### config.mk
export PLATFORM = sky130hd
export DESIGN_NAME = ptm_free_map
export DESIGN_NICKNAME = d
export VERILOG_FILES = /design/src/sv/page_table_mapper_macros.svh /design/src/sv/ptm_pkg.sv /design/src/sv/ptm_free_map.sv
export SDC_FILE = /design/constraint.sdc
export NUM_CORES = 1
export LEC_CHECK = 0
export BUFFER_PORTS_ARGS = -buffer_cell sky130_fd_sc_hd__buf_2
export CORE_ASPECT_RATIO = 1.75
export CORE_UTILIZATION = 60
export DETAILED_ROUTE_END_ITERATION = 10
export GPL_TIMING_DRIVEN = 0
export PLACE_DENSITY = 0.77
export SLEW_MARGIN = 10
export SYNTH_ARGS = -nofsm -noshare
export SYNTH_HDL_FRONTEND = slang
export SYNTH_SLANG_ARGS = --single-unit
export TNS_END_PERCENT = 30
### constraint.sdc
create_clock -name i_clk -period 3.5 [get_ports i_clk]
set_clock_uncertainty 0.15 [all_clocks]
set_input_delay 0.175 -clock i_clk [delete_from_list [all_inputs] [get_ports i_clk]]
set_output_delay 0.175 -clock i_clk [all_outputs]
set_load 0.03 [all_outputs]
### src/sv/page_table_mapper_macros.svh
// Assertion macros of the page table mapper RTL.
`ifndef PAGE_TABLE_MAPPER_MACROS_SVH
`define PAGE_TABLE_MAPPER_MACROS_SVH

// Same-cycle implication, checked outside reset.
`define PTM_ASSERT_IMP(name, ante, cons) \
    name: assert property (@(posedge i_clk) disable iff (!i_rst_n) (ante) |-> (cons)) \
        else $error("page table mapper check failed");

// Next-cycle implication, checked outside reset.
`define PTM_ASSERT_NXT(name, ante, cons) \
    name: assert property (@(posedge i_clk) disable iff (!i_rst_n) (ante) |=> (cons)) \
        else $error("page table mapper check failed");

`endif

### src/sv/ptm_pkg.sv
// Package with constants and types of the page table mapper.
`default_nettype none
package ptm_pkg;

    localparam int TABLE_PAGES      = 64;
    localparam int ENTRIES_PER_PAGE = 512;
    localparam int IDX_W            = $clog2(ENTRIES_PER_PAGE);
    localparam int PAGE_W           = $clog2(TABLE_PAGES);
    localparam int SCAN_W           = $clog2(TABLE_PAGES + 1);
    localparam int PG_SEL_W         = $clog2(TABLE_PAGES + 2);
    localparam int MEM_DEPTH        = (TABLE_PAGES + 2) * ENTRIES_PER_PAGE;
    localparam int MEM_ADDR_W       = PG_SEL_W + IDX_W;

    typedef enum logic [1:0] {
        OP_MAP  = 2'd0,
        OP_CTX  = 2'd1,
        OP_FREE = 2'd2,
        OP_NONE = 2'd3
    } t_op;

    typedef enum logic [1:0] {
        ST_OK      = 2'd0,
        ST_ALIGN   = 2'd1,
        ST_HUGE    = 2'd2,
        ST_BADFREE = 2'd3
    } t_status;

    // Requests from the sequencer to the free page bitmap.
    typedef struct packed {
        logic              free_all;
        logic              scan;
        logic              release_pg;
        logic [PAGE_W-1:0] rel_page;
    } t_fm_ctl;

    // Answer of the bitmap scan.
    typedef struct packed {
        logic              done;
        logic              found;
        logic [PAGE_W-1:0] page;
    } t_fm_stat;

endpackage
`default_nettype wire

### src/sv/ptm_free_map.sv
// Free page bitmap with a lowest-first allocation scan, one bit per cycle.
`default_nettype none
module ptm_free_map (
    input  wire               i_clk,
    input  wire               i_rst_n,
    input  ptm_pkg::t_fm_ctl  i_ctl,
    output ptm_pkg::t_fm_stat o_stat
);

    logic [ptm_pkg::TABLE_PAGES-1:0] r_map;
    logic                            r_busy;
    logic [ptm_pkg::SCAN_W-1:0]      r_cnt;
    logic                            w_end;
    logic                            w_hit;

    assign w_end = (r_cnt == ptm_pkg::SCAN_W'(ptm_pkg::TABLE_PAGES));
    assign w_hit = !w_end && r_map[r_cnt[ptm_pkg::PAGE_W-1:0]];

    assign o_stat.done  = r_busy && (w_end || w_hit);
    assign o_stat.found = r_busy && w_hit;
    assign o_stat.page  = r_cnt[ptm_pkg::PAGE_W-1:0];

    always_ff @(posedge i_clk) begin
        if (!i_rst_n) begin
            r_map  <= '1;
            r_busy <= 1'b0;
            r_cnt  <= '0;
        end else begin
            if (i_ctl.free_all) begin
                r_map <= '1;
            end else if (i_ctl.release_pg) begin
                r_map[i_ctl.rel_page] <= 1'b1;
            end else if (r_busy && w_hit) begin
                r_map[r_cnt[ptm_pkg::PAGE_W-1:0]] <= 1'b0;
            end
            if (i_ctl.scan) begin
                r_busy <= 1'b1;
                r_cnt  <= '0;
            end else if (r_busy) begin
                if (w_end || w_hit) begin
                    r_busy <= 1'b0;
                end else begin
                    r_cnt <= r_cnt + 1'b1;
                end
            end
        end
    end

endmodule
`default_nettype wire
# --- Word level (Yosys, flattened, before mapping) ---
# Index checks and enable logic that the tools add are counted.
# Widths: inputs -> output; s select.
word_totals:
  ff_bits: 72
  input_bits: 11
  out_inout_bits: 8
  word_cells: 36
classes:
  addsub: 1
  order_cmp: 4
  eq_ne: 1
  n_mux: 11
  bitwise: 5
  n_reduce_logical: 11
op_table:
  columns: ["cell", "count"]
  rows:
  - ["$mux 64", 2]
  - ["$and 64x64->64", 1]
  - ["$not 64->64", 1]
  - ["$or 64x64->64", 1]
  - ["$lt 6x7->1 const B", 2]
  - ["$demux 1 s6", 2]
  - ["$ge 6x1->1 const B", 2]
  - ["$add 7x1->7 const B", 1]
  - ["$eq 7x7->1 const B", 1]
  - ["$bmux 1 s6", 1]
  - ["$mux 1", 6]
  - ["$logic_and 1x1->1", 5]
  - ["$reduce_or 2->1", 2]
  - ["$not 1->1", 2]
  - ["$reduce_and 2->1", 1]
  - ["$reduce_bool 2->1", 1]
  - ["$logic_not 1->1", 1]
  - ["$logic_or 1x1->1", 1]

# --- Depth between registers and ports, before layout ---
depth:
  word_depth: 8
  depth_mapped: 12
  mapped_depth_nobuf: 7

# --- Worst setup path before layout ---
# OpenSTA, ideal clock, no wires.
synth_timing:
  kind: "register to output"
  from: "reg r_cnt[2] (netlist name)"
  to: "out o_stat[7] (netlist name)"
  arrival_time_ns: 2.538
  required_ns: 3.175
  setup_slack_ns: 0.637
  stages_incl_launch_ff: 12
  n_path_buf: 5
  cell_sequence: "dfxtp_1 > buf_2 > buf_2 > clkbuf_1 > nand2_1 > o32a_1 > o211ai_1 > o2bb2ai_1 > nor4_4 > buf_4 > buf_4 > a21boi_0"
synth_lines:
  columns: ["element", "line", "source"]
  rows:
  - ["from (decl)", "ptm_free_map.sv:12", "logic [ptm_pkg::SCAN_W-1:0] r_cnt;"]
  - ["from (signal assigned)", "ptm_free_map.sv:43", "r_cnt <= r_cnt + 1'b1;"]
  - ["to (decl)", "ptm_free_map.sv:7", "output ptm_pkg::t_fm_stat o_stat"]

==> results.tsv <==
stage	metric	value	unit
run_status	status	finished, violations left	
run_status	violations	negative setup slack	
grt	grt_pass1_vias	4006	
logic_synthesis	syn_area_per_cell	8.16	um^2
grt	overflow	0	
timing	setup_tns	-0.584	ns
power_and_ir_drop	intPower	1.32	mW
drt	vias	4170	
run	maxCapViolCount	0	
clock_tree	htreeDepth	3	
logic_synthesis	synth-seq-cells	72	
timing	finalWorstSetupSlack	-0.154	ns
critical_path	r2r_start	r_cnt[2]	
clock_tree	cts_inserted_buffers	9	
finish	final_area	4240	um^2
drt	vias_per_cell	7.32	
drt	wl_met1	4920	um
floorplanning	coreArea	5970	um^2
placed_design	io_buffers	15	
critical_path	crit_arrival	3.33	ns
power_and_ir_drop	power_density	412	nW/um^2
drt	wl_met3	1750	um
floorplanning	die_width	61.8	um
floorplanning	row_count	37	
placed_design	dp_cells	553	
logic_synthesis	syn-cell-area	3750	um^2
floorplanning	die_h	107	um
power_and_ir_drop	p_leak	1.53	nW
timing	clock.fmax	274	MHz
critical_path	critical_path_required	3.17	ns
finish	final_cells	570	
drt	drt_iter0_drc	733	
critical_path	worstSetupStartpoint	r_cnt[2]	
critical_path	crit_fanout	10	
placed_design	pre_cts_slack	-0.0664	ns
finish	nets	500	
placed_design	placed_area	3930	um^2
clock_tree	cts_tree	done	
drt	highest_layer	met4	
drt	drtPass1Iterations	9	
grt	grt_util_all_layers	47.3	%
power_and_ir_drop	combPwrFrac	6.1	%
finish	num_antenna_cells	0	
timing	min_period	3.65	ns
power_and_ir_drop	power_switching	0.427	mW
logic_synthesis	synth.net_count	473	
power_and_ir_drop	pwr-share-clk	47.0	%
clock_tree	clk_latency	0.37	ns
timing	min_period_over_period	104	%
clock_tree	clock-sinks	72	
power_and_ir_drop	peakVddDrop	386	uV
floorplanning	io_pins	19	
clock_tree	ctsLongestPathBuffers	2	
power_and_ir_drop	switching_share	24.4	%
timing	relSlewSlack	14.0	%
logic_synthesis	async_flop_share	0	%
finish	fillers	493	
grt	grt_pass1_wl	21900	um
clock_tree	root_buffer	clkbuf_8	
critical_path	worstSetupStartpointType	register	
logic_synthesis	synth-seq-area-share	38.4	%
drt	dr_wl_met2	6370	um
hold_path	min_path_type	input pin to register	
logic_synthesis	synth_enable_flop_cells	0	
placed_design	dp_hpwl	9750	um
finish	area_delta_synth_final	12.8	%
floorplanning	initial_utilization	62.9	%
critical_path	crit_path_end	o_stat[7]	
logic_synthesis	synth_ff_type	dfxtp_1	
critical_path	worst_setup_path_end_kind	primary output	
timing	setup_violations	9	
critical_path	worst-r2r-cell-count	10	
drt	ant_nets	0	
finish	drive_gt1_share	13.2	%
drt	wl	14300	um
timing	rsz0062_at_grt	yes	
logic_synthesis	ys_types	49	
logic_synthesis	synth_cells	460	
timing	hold_viol	0	
placed_design	place.gp.congestion	1.05	
timing	tightest_slew	1.28	ns
clock_tree	clkTransAtPathRegs	0.08	ns
critical_path	reg2reg_to	r_map[33]	
logic_synthesis	yosysWarnings	0	
grt	grt_max_degree	14	
critical_path	critical_path_class	register to primary output	
drt	route.detailed.drc	0	
timing	final_max_slew_viol_count	0	
timing	hold_ws	0.0843	ns
grt	antenna_found_initial	0	
power_and_ir_drop	pwr-share-seq	47.0	%
critical_path	r2r_setup_slack	-0.08	ns
floorplanning	die_area	6590	um^2
drt	wl_per_cell	25.1	um
## how the worst min path moves through the flow
stage | startpoint | end | slack (ns) | cells after the start
2_1_floorplan | i_rst_n | r_busy | 0.15 | 1
3_3_place_gp | i_ctl[7] | r_busy | 0.28 | 3
3_5_place_dp | i_ctl[7] | r_busy | 0.28 | 3
4_1_cts | i_ctl[8] | r_map[32] | 0.07 | 3
5_1_grt | i_ctl[8] | r_map[27] | 0.11 | 3
6_report | i_ctl[1] | r_map[25] | 0.08 | 4
## synthesized netlist by cell type (all sizes together) (8+ instances only)
| cell type | count | area (um^2) |
|---|---|---|
| a211oi | 20 | 150 |
| a21oi | 57 | 285 |
| a221oi | 23 | 201 |
| a31oi | 11 | 68.8 |
| buf | 22 | 140 |
| clkbuf | 27 | 101 |
| dfxtp | 72 | 1440 |
| mux2i | 9 | 90.1 |
| nand2 | 40 | 150 |
| nand2b | 10 | 62.6 |
| nor2 | 18 | 67.6 |
| nor2b | 8 | 50.1 |
| nor3 | 29 | 145 |
| nor4 | 8 | 65.1 |
| o21ai | 28 | 140 |
| o41ai | 9 | 78.8 |
## power groups by stage
stage | registers (mW) | clock network (mW) | logic [mW]
2_1_floorplan | 0.839 | 0 | 0.0598
6_report | 0.821 | 0.821 | 0.106
3_5_place_dp | 0.840 | 0 | 0.0957
4_1_cts | 0.820 | 0.816 | 0.0985
3_3_place_gp | 0.840 | 0 | 0.0944
5_1_grt | 0.821 | 0.843 | 0.111
## placed cells by master, fill, tap and decap left out, types with 6 or more instances in the layout
cell type  Yosys  final
dfxtp_1       72     72
o41ai_1        9      9
buf_2          7     22
nor2b_1        8      6
buf_4          9     10
nor3_1        29     24
nand3_1        6      6
a21oi_1       57     57
nor4_1         7      7
clkbuf_8       0      9
nand2b_1      10      9
a221oi_1      23     22
clkbuf_1      27     24
a31oi_1       11     11
nand2_1       40     40
nor2_1        18     18
mux2i_1        9      9
o21ai_1       10     10
a211oi_1      20     20
o31ai_1        6      6
o21ai_0       18     18
## metal layers
| layer | vias up | track usage [%] |
|---|---|---|
| met4 | 0 | 37.0 |
| met2 | 365 | 66.8 |
| li1 | 1792 | - |
| met1 | 1883 | 54.8 |
| met3 | 130 | 18.7 |
| met5 | - | 0 |
## state kept, by name, indices dropped and copies added (netlist names)
| name | flops |
|---|---|
| r_busy | 1 |
| r_map | 64 |
| r_cnt | 7 |
## what timing repair did
action                     in CTS  in global routing
pin swaps                       0                  1
resized for setup               7                  5
setup endpoints to repair      10                 19
setup buffers                   0                  1
hold endpoints to repair        3                  0
hold buffers                    2                  0
## stage by stage
stage	utilization [%]	total power, mW
3_3_place_gp	65.8	0.934
2_1_floorplan	-	0.899
3_5_place_dp	65.8	0.936
6_report	70.9	1.75
5_1_grt	70.9	1.77
4_1_cts	70.4	1.73
## cell families after synthesis
kind of cell             after synthesis  synth area share, %
buffers and inverters                 54                 6.93
multiplexers                          10                 3.00
AND/OR/NAND/NOR                      149                 21.0
flip-flops                            72                 38.4
AO/OA/AOI/OAI                        173                 30.0
adder cells (fa/ha/maj)                2                0.666
## critical path, stage by stage (launching register included)
cell and delay (ns):
dfxtp_1 0.34, buf_2 0.27, buf_2 0.39, clkbuf_1 0.45, o211ai_1 0.18, o2bb2ai_1 0.21, nor4_4 0.41, buf_6 0.21
buf_4 0.21, a21boi_0 0.10, buf_2 0.18
## layout make-up
type                    instances  area, um^2  area share, %
flip-flops and latches         72        1440           34.0
clock buffers                   9         124           2.92
well taps                      78        97.6           2.30
repair buffers                 18         103           2.42
plain buffers                  47         241           5.70
inverters                       5        18.8          0.443
multi-input cells             334        2090           49.4
clock inverters                 7         119           2.81
Power figures use the tool's default switching activity.
